===== src/rtl/core/sdt_pkg.sv =====
// sdt_pkg: shared types and constants of the swipe direction tracker
// register indexes, reset values and the direction codes
// no dependencies
package sdt_pkg;

	// apb address width: five registers at 4-byte spacing
	localparam int ADDR_BITS = 5;

	// register indexes, taken from paddr[4:2]
	typedef enum logic [2:0] {
		REG_REGION_X      = 3'd0,
		REG_REGION_Y      = 3'd1,
		REG_REGION_WIDTH  = 3'd2,
		REG_REGION_HEIGHT = 3'd3,
		REG_THRESHOLD     = 3'd4
	} reg_idx_t;

	// register reset values
	localparam int RST_REGION_X      = 150;
	localparam int RST_REGION_Y      = 150;
	localparam int RST_REGION_WIDTH  = 100;
	localparam int RST_REGION_HEIGHT = 100;
	localparam int RST_THRESHOLD     = 32;

	// swipe direction codes
	typedef enum logic [1:0] {
		DIR_RIGHT = 2'd0,
		DIR_LEFT  = 2'd1,
		DIR_UP    = 2'd2,
		DIR_DOWN  = 2'd3
	} dir_t;

endpackage


===== src/rtl/core/sdt_if.sv =====
// sdt_if: valid/ready channels of the swipe direction tracker
// box channel carries one frame's object box, dir channel one swipe direction
// no dependencies
interface sdt_box_if #(
	parameter int COORD_BITS = 12
) ();
	logic                  valid;
	logic                  ready;
	logic                  object_found;
	logic [COORD_BITS-1:0] box_x;
	logic [COORD_BITS-1:0] box_y;
	logic [COORD_BITS-1:0] box_width;
	logic [COORD_BITS-1:0] box_height;

	modport source (
		output valid, object_found, box_x, box_y, box_width, box_height,
		input  ready
	);
	modport sink (
		input  valid, object_found, box_x, box_y, box_width, box_height,
		output ready
	);
endinterface

interface sdt_dir_if ();
	logic       valid;
	logic       ready;
	logic [1:0] direction;

	modport source (
		output valid, direction,
		input  ready
	);
	modport sink (
		input  valid, direction,
		output ready
	);
endinterface


===== src/rtl/core/sdt_cfg_regs.sv =====
// sdt_cfg_regs: apb register file for the entry region and the threshold
// depends on sdt_pkg
module sdt_cfg_regs
	import sdt_pkg::*;
#(
	parameter int COORD_BITS = 12
) (
	input  logic                      clk,
	input  logic                      arst_n,
	input  logic                      psel,
	input  logic                      penable,
	input  logic                      pwrite,
	input  logic [ADDR_BITS-1:0]      paddr,
	input  logic [31:0]               pwdata,
	output logic [31:0]               prdata,
	output logic                      pready,
	output logic [COORD_BITS-1:0]     region_x,
	output logic [COORD_BITS-1:0]     region_y,
	output logic [COORD_BITS-1:0]     region_width,
	output logic [COORD_BITS-1:0]     region_height,
	output logic signed [COORD_BITS:0] threshold
);

	logic     wr_en;
	reg_idx_t idx;

	assign pready = 1'b1;
	assign wr_en  = psel && penable && pwrite && pready;
	assign idx    = reg_idx_t'(paddr[4:2]);

	// register writes
	always_ff @(posedge clk or negedge arst_n) begin
		if (!arst_n) begin
			region_x      <= COORD_BITS'(RST_REGION_X);
			region_y      <= COORD_BITS'(RST_REGION_Y);
			region_width  <= COORD_BITS'(RST_REGION_WIDTH);
			region_height <= COORD_BITS'(RST_REGION_HEIGHT);
			threshold     <= (COORD_BITS+1)'(RST_THRESHOLD);
		end else if (wr_en) begin
			case (idx)
				REG_REGION_X:      region_x      <= pwdata[COORD_BITS-1:0];
				REG_REGION_Y:      region_y      <= pwdata[COORD_BITS-1:0];
				REG_REGION_WIDTH:  region_width  <= pwdata[COORD_BITS-1:0];
				REG_REGION_HEIGHT: region_height <= pwdata[COORD_BITS-1:0];
				REG_THRESHOLD:     threshold     <= $signed(pwdata[COORD_BITS:0]);
				default: ;
			endcase
		end
	end

	// register reads
	always_comb begin
		prdata = '0;
		case (idx)
			REG_REGION_X:      prdata = 32'(region_x);
			REG_REGION_Y:      prdata = 32'(region_y);
			REG_REGION_WIDTH:  prdata = 32'(region_width);
			REG_REGION_HEIGHT: prdata = 32'(region_height);
			REG_THRESHOLD:     prdata = 32'($unsigned(threshold));
			default:           prdata = '0;
		endcase
	end

endmodule


===== src/rtl/core/sdt_classify.sv =====
// sdt_classify: turns origin and latest point into a swipe direction
// exact angle test dy*dy <= 3*dx*dx, then a signed threshold compare
// depends on sdt_pkg
module sdt_classify
	import sdt_pkg::*;
#(
	parameter int COORD_BITS = 12
) (
	input  logic [COORD_BITS:0]        origin_px,
	input  logic [COORD_BITS:0]        origin_py,
	input  logic [COORD_BITS:0]        latest_px,
	input  logic [COORD_BITS:0]        latest_py,
	input  logic signed [COORD_BITS:0] threshold,
	output dir_t                       direction
);

	localparam int DW = COORD_BITS + 2;
	localparam int SW = 2 * DW;

	logic signed [DW-1:0] dx;
	logic signed [DW-1:0] dy;
	logic signed [DW-1:0] thr;
	logic signed [SW-1:0] dxx;
	logic signed [SW-1:0] dyy;
	logic [SW+1:0]        dxx3;
	logic [SW+1:0]        dyy_w;

	// signed displacements
	assign dx  = $signed({1'b0, latest_px}) - $signed({1'b0, origin_px});
	assign dy  = $signed({1'b0, latest_py}) - $signed({1'b0, origin_py});
	assign thr = DW'(threshold);

	// squares, both non-negative
	assign dxx = dx * dx;
	assign dyy = dy * dy;

	// 3*dx*dx as shift and add
	assign dxx3  = {2'b00, $unsigned(dxx)} + {1'b0, $unsigned(dxx), 1'b0};
	assign dyy_w = {2'b00, $unsigned(dyy)};

	// horizontal when within 60 degrees of the x axis
	always_comb begin
		if (dyy_w <= dxx3) begin
			direction = (dx >= thr) ? DIR_LEFT : DIR_RIGHT;
		end else begin
			direction = (dy >= thr) ? DIR_DOWN : DIR_UP;
		end
	end

endmodule


===== src/rtl/core/swipe_direction_tracker_unit.sv =====
// swipe_direction_tracker_unit: top level of the swipe direction tracker
// depends on sdt_pkg, sdt_if, sdt_cfg_regs and sdt_classify
//
// One box transaction per frame enters an input register; once it advances,
// its center updates the gesture state or, when the box is gone, a held
// gesture that has moved is classified into an output register. A
// transaction is accepted every cycle; the only stall comes when a direction
// is due while the previous direction still waits in the output register.
// The region and threshold registers are to be written over apb only while
// no transaction is in flight; the block itself does not enforce this.
module swipe_direction_tracker_unit
	import sdt_pkg::*;
#(
	parameter int COORD_BITS = 12
) (
	input  logic                 clk,
	input  logic                 arst_n,
	sdt_box_if.sink              box,
	sdt_dir_if.source            dir,
	input  logic                 psel,
	input  logic                 penable,
	input  logic                 pwrite,
	input  logic [ADDR_BITS-1:0] paddr,
	input  logic [31:0]          pwdata,
	output logic [31:0]          prdata,
	output logic                 pready
);

	localparam int PW = COORD_BITS + 1;

	// configuration
	logic [COORD_BITS-1:0]     region_x;
	logic [COORD_BITS-1:0]     region_y;
	logic [COORD_BITS-1:0]     region_width;
	logic [COORD_BITS-1:0]     region_height;
	logic signed [COORD_BITS:0] threshold;

	// input register
	logic                  valid_s1;
	logic                  found_s1;
	logic [COORD_BITS-1:0] bx_s1;
	logic [COORD_BITS-1:0] by_s1;
	logic [COORD_BITS-1:0] bw_s1;
	logic [COORD_BITS-1:0] bh_s1;

	// gesture state
	logic          origin_held_q;
	logic [PW-1:0] origin_px_q;
	logic [PW-1:0] origin_py_q;
	logic [PW-1:0] latest_px_q;
	logic [PW-1:0] latest_py_q;

	// output register
	logic out_valid_q;
	dir_t out_dir_q;

	logic          adv_s1;
	logic          emit;
	logic          same_point;
	logic          box_in_region;
	logic [PW-1:0] px;
	logic [PW-1:0] py;
	logic [PW-1:0] rx_end;
	logic [PW-1:0] ry_end;
	dir_t          cls_dir;

	sdt_cfg_regs #(
		.COORD_BITS(COORD_BITS)
	) u_cfg (
		.clk           (clk),
		.arst_n        (arst_n),
		.psel          (psel),
		.penable       (penable),
		.pwrite        (pwrite),
		.paddr         (paddr),
		.pwdata        (pwdata),
		.prdata        (prdata),
		.pready        (pready),
		.region_x      (region_x),
		.region_y      (region_y),
		.region_width  (region_width),
		.region_height (region_height),
		.threshold     (threshold)
	);

	sdt_classify #(
		.COORD_BITS(COORD_BITS)
	) u_classify (
		.origin_px (origin_px_q),
		.origin_py (origin_py_q),
		.latest_px (latest_px_q),
		.latest_py (latest_py_q),
		.threshold (threshold),
		.direction (cls_dir)
	);

	// box center and region test, region end without wrap
	assign px     = {1'b0, bx_s1} + PW'(bw_s1[COORD_BITS-1:1]);
	assign py     = {1'b0, by_s1} + PW'(bh_s1[COORD_BITS-1:1]);
	assign rx_end = {1'b0, region_x} + {1'b0, region_width};
	assign ry_end = {1'b0, region_y} + {1'b0, region_height};
	assign box_in_region = (px >= {1'b0, region_x}) && (px < rx_end) &&
	                       (py >= {1'b0, region_y}) && (py < ry_end);

	// a direction is due when the box vanishes on a moved gesture
	assign same_point = (origin_px_q == latest_px_q) && (origin_py_q == latest_py_q);
	assign emit       = !found_s1 && origin_held_q && !same_point;

	// handshake: stall only when a direction is due and the output is full
	assign adv_s1    = valid_s1 && (!emit || !out_valid_q || dir.ready);
	assign box.ready = !valid_s1 || adv_s1;

	assign dir.valid     = out_valid_q;
	assign dir.direction = out_dir_q;

	// input register control
	always_ff @(posedge clk or negedge arst_n) begin
		if (!arst_n) begin
			valid_s1 <= 1'b0;
		end else if (box.ready) begin
			valid_s1 <= box.valid;
		end
	end

	// input register payload
	always_ff @(posedge clk) begin
		if (box.valid && box.ready) begin
			found_s1 <= box.object_found;
			bx_s1    <= box.box_x;
			by_s1    <= box.box_y;
			bw_s1    <= box.box_width;
			bh_s1    <= box.box_height;
		end
	end

	// gesture state update
	always_ff @(posedge clk or negedge arst_n) begin
		if (!arst_n) begin
			origin_held_q <= 1'b0;
			origin_px_q   <= '0;
			origin_py_q   <= '0;
			latest_px_q   <= '0;
			latest_py_q   <= '0;
		end else if (adv_s1) begin
			if (found_s1) begin
				if (box_in_region) begin
					if (!origin_held_q) begin
						origin_held_q <= 1'b1;
						origin_px_q   <= px;
						origin_py_q   <= py;
					end
					latest_px_q <= px;
					latest_py_q <= py;
				end
			end else if (origin_held_q) begin
				origin_held_q <= 1'b0;
				origin_px_q   <= '0;
				origin_py_q   <= '0;
				latest_px_q   <= '0;
				latest_py_q   <= '0;
			end
		end
	end

	// output register control
	always_ff @(posedge clk or negedge arst_n) begin
		if (!arst_n) begin
			out_valid_q <= 1'b0;
		end else if (adv_s1 && emit) begin
			out_valid_q <= 1'b1;
		end else if (dir.ready) begin
			out_valid_q <= 1'b0;
		end
	end

	// output register payload
	always_ff @(posedge clk) begin
		if (adv_s1 && emit) begin
			out_dir_q <= cls_dir;
		end
	end

	// a missing box always ends a held gesture
	a_gesture_cleared: assert property (@(posedge clk) disable iff (!arst_n)
		(adv_s1 && !found_s1 && origin_held_q) |=> !origin_held_q)
		else $error("gesture not cleared after box vanished");

	// a new origin is also the latest point
	a_origin_is_latest: assert property (@(posedge clk) disable iff (!arst_n)
		(adv_s1 && found_s1 && box_in_region && !origin_held_q) |=>
		(origin_held_q && origin_px_q == latest_px_q && origin_py_q == latest_py_q))
		else $error("origin and latest point differ on gesture start");

	// a pending direction is never overwritten
	a_no_overwrite: assert property (@(posedge clk) disable iff (!arst_n)
		(out_valid_q && !dir.ready) |-> !(adv_s1 && emit))
		else $error("pending direction overwritten");

	// no direction without a moved gesture
	a_emit_needs_gesture: assert property (@(posedge clk) disable iff (!arst_n)
		(adv_s1 && emit) |-> (origin_held_q && !same_point))
		else $error("direction without a moved gesture");

endmodule

===== src/flat_wrapper.sv =====
// flat-port wrapper written by rule: the top's interface ports become plain ports
module swipe_direction_tracker_unit_flat import sdt_pkg::*;
#(
	parameter int COORD_BITS = 12
)
  (clk, arst_n, psel, penable, pwrite, paddr, pwdata, prdata, pready, box_valid, box_object_found, box_box_x, box_box_y, box_box_width, box_box_height, box_ready, dir_valid, dir_direction, dir_ready);
  sdt_box_if #(.COORD_BITS(COORD_BITS)) box_i ();
  sdt_dir_if dir_i ();
  input  logic clk;
  input  logic arst_n;
  input  logic psel;
  input  logic penable;
  input  logic pwrite;
  input  logic [ADDR_BITS-1:0] paddr;
  input  logic [31:0] pwdata;
  output logic [31:0] prdata;
  output logic pready;
  input wire logic [$bits(box_i.valid)-1:0] box_valid;
  input wire logic [$bits(box_i.object_found)-1:0] box_object_found;
  input wire logic [$bits(box_i.box_x)-1:0] box_box_x;
  input wire logic [$bits(box_i.box_y)-1:0] box_box_y;
  input wire logic [$bits(box_i.box_width)-1:0] box_box_width;
  input wire logic [$bits(box_i.box_height)-1:0] box_box_height;
  output wire logic [$bits(box_i.ready)-1:0] box_ready;
  output wire logic [$bits(dir_i.valid)-1:0] dir_valid;
  output wire logic [$bits(dir_i.direction)-1:0] dir_direction;
  input wire logic [$bits(dir_i.ready)-1:0] dir_ready;
  assign box_i.valid = box_valid;
  assign box_i.object_found = box_object_found;
  assign box_i.box_x = box_box_x;
  assign box_i.box_y = box_box_y;
  assign box_i.box_width = box_box_width;
  assign box_i.box_height = box_box_height;
  assign box_ready = box_i.ready;
  assign dir_valid = dir_i.valid;
  assign dir_direction = dir_i.direction;
  assign dir_i.ready = dir_ready;
  swipe_direction_tracker_unit #(.COORD_BITS(COORD_BITS)) u_core (.clk(clk), .arst_n(arst_n), .box(box_i), .dir(dir_i), .psel(psel), .penable(penable), .pwrite(pwrite), .paddr(paddr), .pwdata(pwdata), .prdata(prdata), .pready(pready));
endmodule

===== config.mk =====
export PLATFORM = sky130hd
export DESIGN_NAME = swipe_direction_tracker_unit_flat
export DESIGN_NICKNAME = d
export VERILOG_FILES = /design/src/rtl/core/sdt_pkg.sv /design/src/rtl/core/sdt_if.sv /design/src/rtl/core/sdt_cfg_regs.sv /design/src/rtl/core/sdt_classify.sv /design/src/rtl/core/swipe_direction_tracker_unit.sv /design/src/flat_wrapper.sv
export SDC_FILE = /design/constraint.sdc
export NUM_CORES = 1
export LEC_CHECK = 0
export ABC_AREA = 1
export BUFFER_PORTS_ARGS = -buffer_cell sky130_fd_sc_hd__buf_2
export CORE_MARGIN = 1
export CORE_UTILIZATION = 30
export CTS_BUF_LIST = sky130_fd_sc_hd__clkbuf_4 sky130_fd_sc_hd__clkbuf_8
export DETAILED_ROUTE_END_ITERATION = 7
export GPL_ROUTABILITY_DRIVEN = 0
export GPL_TIMING_DRIVEN = 0
export HOLD_SLACK_MARGIN = 0.02
export SYNTH_ARGS = -nofsm -noshare
export SYNTH_HDL_FRONTEND = slang
export SYNTH_SLANG_ARGS = --single-unit

===== constraint.sdc =====
create_clock -name clk -period 13 [get_ports clk]
set_input_delay 1.95 -clock clk [delete_from_list [all_inputs] [get_ports clk]]
set_output_delay 1.95 -clock clk [all_outputs]
set_load 0.01 [all_outputs]

# ---- After elaboration in Yosys (flattened, before gate mapping)
# Index checks and enable logic that the tools add are counted.
dict set report op_classes {
  addsub 7
  mul 2
  div_mod_pow 0
  n_lt_le_gt_ge 7
  n_eq_ne 8
  shifts 0
  muxes 19
  bitwise_logic 0
  reduce_logical 30
}
# op n
set ops {}
lappend ops {{2-to-1 mux 13 bit} 11}
lappend ops {{one-hot mux 13 bit (5 select lines)} 1}
lappend ops {{multiplier 14 x 14 -> 28 bit} 2}
lappend ops {{adder 28 x 29 -> 30 bit} 1}
lappend ops {{less-or-equal comparator 28 x 30 -> 1 bit} 1}
lappend ops {{>= comparator 14 x 13 -> 1 bit} 2}
lappend ops {{subtractor 13 x 13 -> 14 bit} 2}
lappend ops {{adder 12 x 11 -> 13 bit} 2}
lappend ops {{adder 12 x 12 -> 13 bit} 2}
lappend ops {{== test 13 bit} 2}
lappend ops {{>= comparator 13 x 12 -> 1 bit} 2}
lappend ops {{less-than comparator 13 bit} 2}
lappend ops {{AND reduction 2 bit} 6}
lappend ops {{logical AND 1 bit} 11}
lappend ops {{== test 3 x 2 -> 1 bit (second input constant)} 2}
lappend ops {{2-to-1 mux 1 bit} 6}
lappend ops {{logical NOT 1 bit} 5}
lappend ops {{inequality test 2 bit (second input constant)} 2}
lappend ops {{AND reduction 4 bit} 1}
lappend ops {{nonzero test 2 bit} 2}
lappend ops {{== test 3 x 1 -> 1 bit (second input constant)} 1}
lappend ops {{== test 3 bit (second input constant)} 1}
lappend ops {{logical NOT 3 bit} 1}
lappend ops {{logical OR 1 bit} 3}
lappend ops {{2 further kinds} 2}
dict set report word_totals {
  reg_bits 167
  latch_bits 0
  ramBits 0
  rom_bits 0
  out_inout_bits 37
  wordCells 91
  mem_count 0
}

# ---- Depth between registers and ports, before layout
# Gate-level depths: netlist (run 1).
dict set report depth {
  ltp_word 10
  ltp_mapped 53
  ltp_nobuf 53
}

# ---- Cells and area by module
# Synthesis (run 1) repeated with hierarchy kept, for this count alone.
dict set report unflattened {
  hier_cells 3432
  hier_area_um2 27822.9
}
# module n_inst cells_each area_per_inst_um2 seq_area_each_um2
set by_module_without_submodules {}
lappend by_module_without_submodules {sdt_classify 1 2114 16978.8 0.0}
lappend by_module_without_submodules {swipe_direction_tracker_unit 1 933 7603.5 2847.7}
lappend by_module_without_submodules {sdt_cfg_regs 1 385 3240.6 1545.2}

# ---- Least setup slack after synthesis (run 1)
# Ideal clock, no wire load.
dict set report synth_timing {
  path_kind {register to register}
  start {register u_core.latest_px_q[0]}
  end {register u_core.out_dir_q[1], in the netlist u_core.dir.direction[1], data pin}
  arrival_time_ps 9152
  t_required_ps 12748
  setup_slack_ps 3596
  stages_incl_launch_ff 49
  n_path_buf 0
  path_cell_list {dfrtp_1 inv_1 ha_1 fa_1 o31ai_2 a21oi_1 o21ai_0 or2_2 nand2_1 inv_1 nand2_1 fa_1 fa_1 inv_1 fa_1 fa_1 fa_1 inv_1 (+13 left out) nand4_1 nand3_1 nand3_1 nor2_1 nor2_2 nor2_1 nor2_1 xor2_1 ha_1 nand2_1 inv_1 nand4_1 o41ai_1 inv_1 nand2_1 a21oi_2 nand3_1 inv_1}
}
dict set report synth_between {
  elab_chain_len 5
}
# item line_no
set synth_lines {}
lappend synth_lines {{from (decl)} swipe_direction_tracker_unit.sv:50} ;# logic [PW-1:0] latest_px_q;
lappend synth_lines {{from (signal assigned)} swipe_direction_tracker_unit.sv:152} ;# latest_px_q <= px;
lappend synth_lines {{subtractor 13 x 13 -> 14 bit} sdt_classify.sv:29} ;# assign dx = $signed({1'b0, latest_px}) - $signed({1'b0, origin_px});
lappend synth_lines {{multiplier 14 x 14 -> 28 bit} sdt_classify.sv:34} ;# assign dxx = dx * dx;
lappend synth_lines {{adder 28 x 29 -> 30 bit} sdt_classify.sv:38} ;# assign dxx3 = {2'b00, $unsigned(dxx)} + {1'b0, $unsigned(dxx), 1'b0};
lappend synth_lines {{less-or-equal comparator 28 x 30 -> 1 bit} sdt_classify.sv:43} ;# if (dyy_w <= dxx3) begin
lappend synth_lines {{2-to-1 mux 2 bit} sdt_classify.sv:43}
lappend synth_lines {{via u_core.cls_dir[1]} swipe_direction_tracker_unit.sv:65} ;# dir_t cls_dir;
lappend synth_lines {{to (signal assigned)} swipe_direction_tracker_unit.sv:179} ;# out_dir_q <= cls_dir;
lappend synth_lines {{to (decl)} swipe_direction_tracker_unit.sv:55} ;# dir_t out_dir_q;
# The timed path passes the listed nets, and every way through them passes these cells.
# A chain may end at the register's enable or synchronous reset.

# ---- Worst setup path in the final report (run 1)
dict set report layout_timing {
  start {register u_core.latest_px_q[0]}
  end {register u_core.out_dir_q[0], in the netlist u_core.dir.direction[0], data pin}
}
dict set report layout_between {
  elab_chain_len 5
  word_cells_on_any_way 7
}
# item line_no
set layout_lines {}
lappend layout_lines {{subtractor 13 x 13 -> 14 bit *} sdt_classify.sv:29}
lappend layout_lines {{multiplier 14 x 14 -> 28 bit} sdt_classify.sv:34}
lappend layout_lines {{adder 28 x 29 -> 30 bit} sdt_classify.sv:38}
lappend layout_lines {{less-or-equal comparator 28 x 30 -> 1 bit} sdt_classify.sv:43}
lappend layout_lines {{2-to-1 mux 2 bit *} sdt_classify.sv:43}
lappend layout_lines {{via u_core.cls_dir[0]} swipe_direction_tracker_unit.sv:65}
# Mark *: on every way through the listed nets, which the timed path passes. The rest lies on a longest branch.

==> results of run 1 <==
==> critical path: cells and delay by family (launching register included) <==
family | cells | cell delay (ns)
buf+inv | 7 | 0.91
fa+ha+maj | 11 | 5.25
flops | 1 | 0.36
compound gates | 4 | 0.93
xor+xnor | 3 | 1.39
simple gates | 18 | 2.42
==> stage by stage <==
stage / util / cells
2_1_floorplan: - / 3210
3_3_place_gp: 0.3260 / 4451
3_5_place_dp: 0.3266 / 4453
4_1_cts: 0.3313 / 4485
5_1_grt: 0.3313 / 4485
6_report: 0.3314 / 4486
==> flip-flops by register name, indices dropped and copies added (netlist names), 13 cells and up <==
signal,cells
u_core.latest_px_q,13
u_core.latest_py_q,13
u_core.origin_px_q,13
u_core.origin_py_q,13
u_core.u_cfg.threshold,13
==> layout by cell type (no fill, tap or decap), types with 61 or more instances in the layout <==
cell     count
fa_1       359
xor2_1      80
buf_2       97
nand2_1    580
nor2_1     247
ha_1       324
nand3_1     73
xnor2_1     61
dfrtp_1    101
o21ai_0    174
inv_1      681
a21oi_1    184
==> logic make-up (layout without fill, tap and decap cells) <==
group                      count (synthesis)  after routing  synth area share
AOI/OAI and AO/OA                        440            440           0.09328
xor gates and xnor gates                 143            143           0.04842
adders and majority gates                683            683            0.4256
buffers and inverters                    761            881            0.1128
DFF                                      165            165            0.1663
other                                      2             25         0.0002844
and+or+nand+nor                          994            994            0.1533
==> how the worst max path moves through the flow <==
stage / to / from
2_1_floorplan: u_core.dir.direction[1] / u_core.latest_px_q[0]
3_3_place_gp: u_core.dir.direction[0] / u_core.latest_px_q[0]
3_5_place_dp: u_core.dir.direction[0] / u_core.latest_px_q[0]
4_1_cts: u_core.dir.direction[0] / u_core.latest_px_q[0]
5_1_grt: u_core.dir.direction[0] / u_core.latest_px_q[0]
6_report: u_core.dir.direction[0] / u_core.latest_px_q[0]
==> metal layers <==
layer  GRT usage  wire length (µm)
met4     0.03158              1072
met5           0                 0
met3     0.01374              2706
met2      0.2645             32120
met1      0.1987             29130
==> final cells by class <==
cell class | count | area (µm²)
Fill cell | 9279 | 58190
Multi-Input combinational cell | 2284 | 19120
Sequential cell | 165 | 4393
Inverter | 690 | 2590
Tap cell | 1155 | 1445
Timing Repair Buffer | 88 | 484.2
Buffer | 71 | 389.1
Clock buffer | 19 | 255.2
Clock inverter | 13 | 156.4
Antenna cell | 1 | 2.502
==> out/qor.yml, run 1 <==
die:
  placementRows: 108
  die_y_um: 298.7
  pin_count: 130
  die_w_um: 298.7
  start_util: 0.3035
  die_area_um2: 89220
  design.core.area_um2: 87020
layout:
  fin_area_um2: 28840
  fin_nets: 4093
  drive_gt1_frac: 0.06456
  syn_to_final_growth_pct: 9.186
routing:
  wl_per_cell_um: 14.50
  ant_nets: 0
  drc_errors: 0
  vias_per_cell: 4.573
  vias: 20520
  wirelength_um: 65030
  dr.pass1.iters: 5
  drt_iter0_drc: 1112
critical_path:
  timing.rr.start: "u_core.latest_px_q[0]"
  path_class: "reg -> reg"
  cp.arrival_ns: 11.75
  cp_data_required_time_ns: 13.20
  cp-start-kind: "register"
  cp-end-kind: "register"
  r2r_slack_ns: 1.44
  critical_path.max_stage_delay_ns: 1.11
  crit_slowest_cell: "xor2_1"
  path_max_fanout: 10
  r2r_end: "u_core.dir.direction[0]"
  rr_worst_depth: 43
clocking:
  cts_buffer_depth: 2
  worstSkewPairLatency_ns: 0.48
  ctsResizeCount: 0
  clk_transition_reported_paths_ns: 0.09
  numCtsBuffers: 17
  h-tree-depth: 4
  post-cts-setup-buffer-count: 0
  cts_tree: "done"
  clkSinkCount: 165
  cts-hold-fix-buffers: 0
  root_buffer: "clkbuf_8"
sta:
  hold_viol_final: 0
  worst_slew_pin_slew_ns: 1.399
  rsz0062_at_grt: "false"
  max_freq_mhz: 86.54
  hold_slack_ns: 0.4852
  setup_ws_ns: 1.444
  setup-tns-final_ns: 0
  fin_crit_sh: 0.8889
  slew_viol_final: 0
  min_period_ns: 11.56
  fin_skew_ns: 0.01027
  setup_viol: 0
  relSlewSlack: 0.06043
synth:
  yosysUniqueCellTypes: 65
  yosysWarnings: 0
  synth_area_leaders: "fa_1 27%, ha_1 15%, inv_1 9.7%, dfrtp_1 9.6%, nand2_1 8.2%"
  synth_edf_count: 49
  ys_seq_area_frac: 0.1663
  yosys-top-cells-count: "682 x inv_1, 580 x nand2_1, 359 x fa_1"
  avgSynthCellArea_um2: 8.284
  ys.flop_type: "dfrtp_1"
  syn_area_um2: 26410
  netlist_instances: 3188
  ys_ff_latch: 165
  async_reset_ff_frac: 0.7030
  yosysTopAreaCell: "fa_1"
  yosysTopAreaCellShare: 0.2721
  synth_most_common_cell: "inv_1"
global_routing:
  overflow: 0
  grt_max_degree: 90
  grt_pass1_vias: 21080
  grt_usage: 0.1499
  antenna_found_initial: 0
  grt_pass1_wl_um: 108000
placed_design:
  dp_hpwl_um: 55820
  dp_slack_ns: 1.595
  numPortBuffers: 86
  dpl_cell_area_um2: 28420
min_path:
  whs_path_depth: 2
  holdPathEnd: "u_core.latest_px_q[0]"
  hold_path.class: "reg -> reg"
  hold_path.startpoint: "u_core.latest_px_q[0]"
run_status:
  status: "finished clean"
flow_run:
  drv_cap: 0
Power of run 1 is not shown: default switching activity piles up to over one toggle a cycle in this logic, so the estimate is an artifact.
==> run 2, diff against run 1 <==
- BUFFER_PORTS_ARGS: -buffer_cell sky130_fd_sc_hd__buf_2 -> -buffer_cell sky130_fd_sc_hd__clkbuf_2
- REMOVE_ABC_BUFFERS: default -> 1
==> run 2 against run 1 <==
  * Critical path depth grew 3
  * Count of clock-buffer cells in the layout shrank 2
  * First-iteration DRC count shrank 6.9%
  * Global-route usage shrank 0.72 points
  * Final area shrank 1.3%
  * Worst hold slack lost 0.0021 ns
  * Sequential share of layout area grew 0.20 points
  * Critical path type unchanged
  * Largest cell class unchanged
==> out/qor.yml, run 2 (synthesized netlist as in run 1, its figures left out) <==
run_status:
  status: "finished clean"
sta:
  relSlewSlack: 0.1100  # +0.04958
  slew_viol_final: 0  # unchanged
  fin_skew_ns: 0.02662  # +0.01635 ns
  rsz0062_at_grt: "false"
  max_freq_mhz: 87.02  # +0.56%
  worst_slew_pin_slew_ns: 1.330  # -0.06883 ns
  min_period_ns: 11.49  # -0.06398 ns
  setup_viol: 0  # unchanged
  fin_crit_sh: 0.8840  # -0.004922
  hold_viol_final: 0  # unchanged
  setup-tns-final_ns: 0  # unchanged
critical_path:
  cp-start-kind: "register"
  critical_path.max_stage_delay_ns: 0.94  # -0.17 ns
  path_max_fanout: 16  # +6
  crit_family: "adder cells"
  cp.arrival_ns: 11.70  # -0.05 ns
  cp_data_required_time_ns: 13.20  # about the same
  path_class: "reg -> reg"
  crit_slowest_cell: "fa_1"
  worst_path_most_repeated_cell: "nand2_1"
  cp-end-kind: "register"
  path_buf_inv: 6  # -1
clocking:
  post-cts-setup-buffer-count: 0  # unchanged
  h-tree-depth: 4  # unchanged
  worstSkewPairLatency_ns: 0.50  # +0.02 ns
  ctsResizeCount: 0  # unchanged
  clk_transition_reported_paths_ns: 0.12  # +0.03 ns
  cts_buffer_depth: 2  # unchanged
  clkSinkCount: 165  # unchanged
  cts-hold-fix-buffers: 0  # unchanged
  cts_tree: "done"
  root_buffer: "clkbuf_8"
  numCtsBuffers: 17  # unchanged
die:
  design.core.area_um2: 87020  # unchanged
  pin_count: 130  # unchanged
  die_y_um: 298.7  # unchanged
  die_w_um: 298.7  # unchanged
  start_util: 0.3035  # unchanged
  placementRows: 108  # unchanged
  die_area_um2: 89220  # unchanged
placed_design:
  dp_hpwl_um: 51950  # -6.9%
  numPortBuffers: 86  # unchanged
global_routing:
  grt_pass1_wl_um: 103500  # -4.1%
  antenna_found_initial: 0  # unchanged
  grt_max_degree: 89  # -1.1%
  overflow: 0  # unchanged
  grt_usage: 0.1427  # -0.007168
  grt_pass1_vias: 20450  # -3.0%
routing:
  highest_layer: "met4"
  dr.pass1.iters: 5  # unchanged
  met1_length_um: 28510  # -2.1%
  drt_iter0_drc: 1035  # -6.9%
  drc_errors: 0  # unchanged
  ant_nets: 0  # unchanged
  vias_per_cell: 4.533  # -0.89%
  met3_length_um: 2152  # -20%
  wl_per_cell_um: 14.05  # -3.1%
  wirelength_um: 62010  # -4.6%
  vias: 20010  # -2.5%
  wl_met2_um: 30480  # -5.1%
layout:
  final_common_cell: "inv_1"
  drive_gt1_frac: 0.05646  # -0.008106
  diodes: 0  # -1
  fin_nets: 4022  # -1.7%
  syn_to_final_growth_pct: 7.760
  layout_common_cells: "681 x inv_1, 580 x nand2_1, 359 x fa_1"
  final_util: 0.3270  # -0.004328
min_path:
  hold_path.class: "reg -> reg"
flow_run:
  drv_cap: 0  # unchanged
run 2: cell count changes in the layout (fill, tap and decap cells not counted), sizes merged:
cell and change:
diode -1, clkbuf +51, buf -124, clkinvlp -1, inv +9, bufinv -3
clkinv -3
run 2: tightest hold or removal path, stage by stage, from the launching register on:
cell     delay [ns]
dfrtp_1        0.36
nand2_1        0.05
nand2_1        0.04
run 2: routing by layer:
layer	vias to the layer above	track usage
met3	43	0.01316
met5	-	0
met2	328	0.2500
li1	10030	-
met1	9606	0.1905
met4	0	0.03061
run 2: final timing paths:
kind	start	endpoint	slack [ns]	depth (start not counted)
setup / recovery	u_core.latest_px_q[2]	u_core.dir.direction[0]	1.51	46
setup reg to reg	u_core.latest_px_q[2]	u_core.dir.direction[0]	1.51	46
max in group asynchronous	arst_n	u_core.origin_py_q[3]	10.90	2
min in group asynchronous	arst_n	u_core.latest_px_q[6]	1.35	1
hold / removal	u_core.latest_py_q[0]	u_core.latest_py_q[0]	0.48	2
hold reg to reg	u_core.latest_py_q[0]	u_core.latest_py_q[0]	0.48	2
run 2: final cells by class:
cell class	instances	area [µm²]
clock buffers	17	234.0
clock inverters	15	153.9
fillers	9339	58560
inverters	690	2590
multi-input cells	2284	19160
flip-flops and latches	165	4393
well taps	1155	1445
repair buffers	88	486.7
run 2: metrics by stage:
| stage | std cells | setup slack (ns) | instance area (µm²) | hold slack (ns) |
|---|---|---|---|---|
| 2_1_floorplan | 3139 | 3.190 | 26100 | 0.4419 |
| 3_3_place_gp | 4380 | 1.078 | 27980 | 0.4551 |
| 3_5_place_dp | 4382 | 0.9995 | 28040 | 0.4595 |
| 4_1_cts | 4414 | 0.9300 | 28430 | 0.4879 |
| 5_1_grt | 4414 | 0.4920 | 28460 | 0.5092 |
| 6_report | 4414 | 1.508 | 28460 | 0.4831 |
Power of run 2 is left out for the same reason.
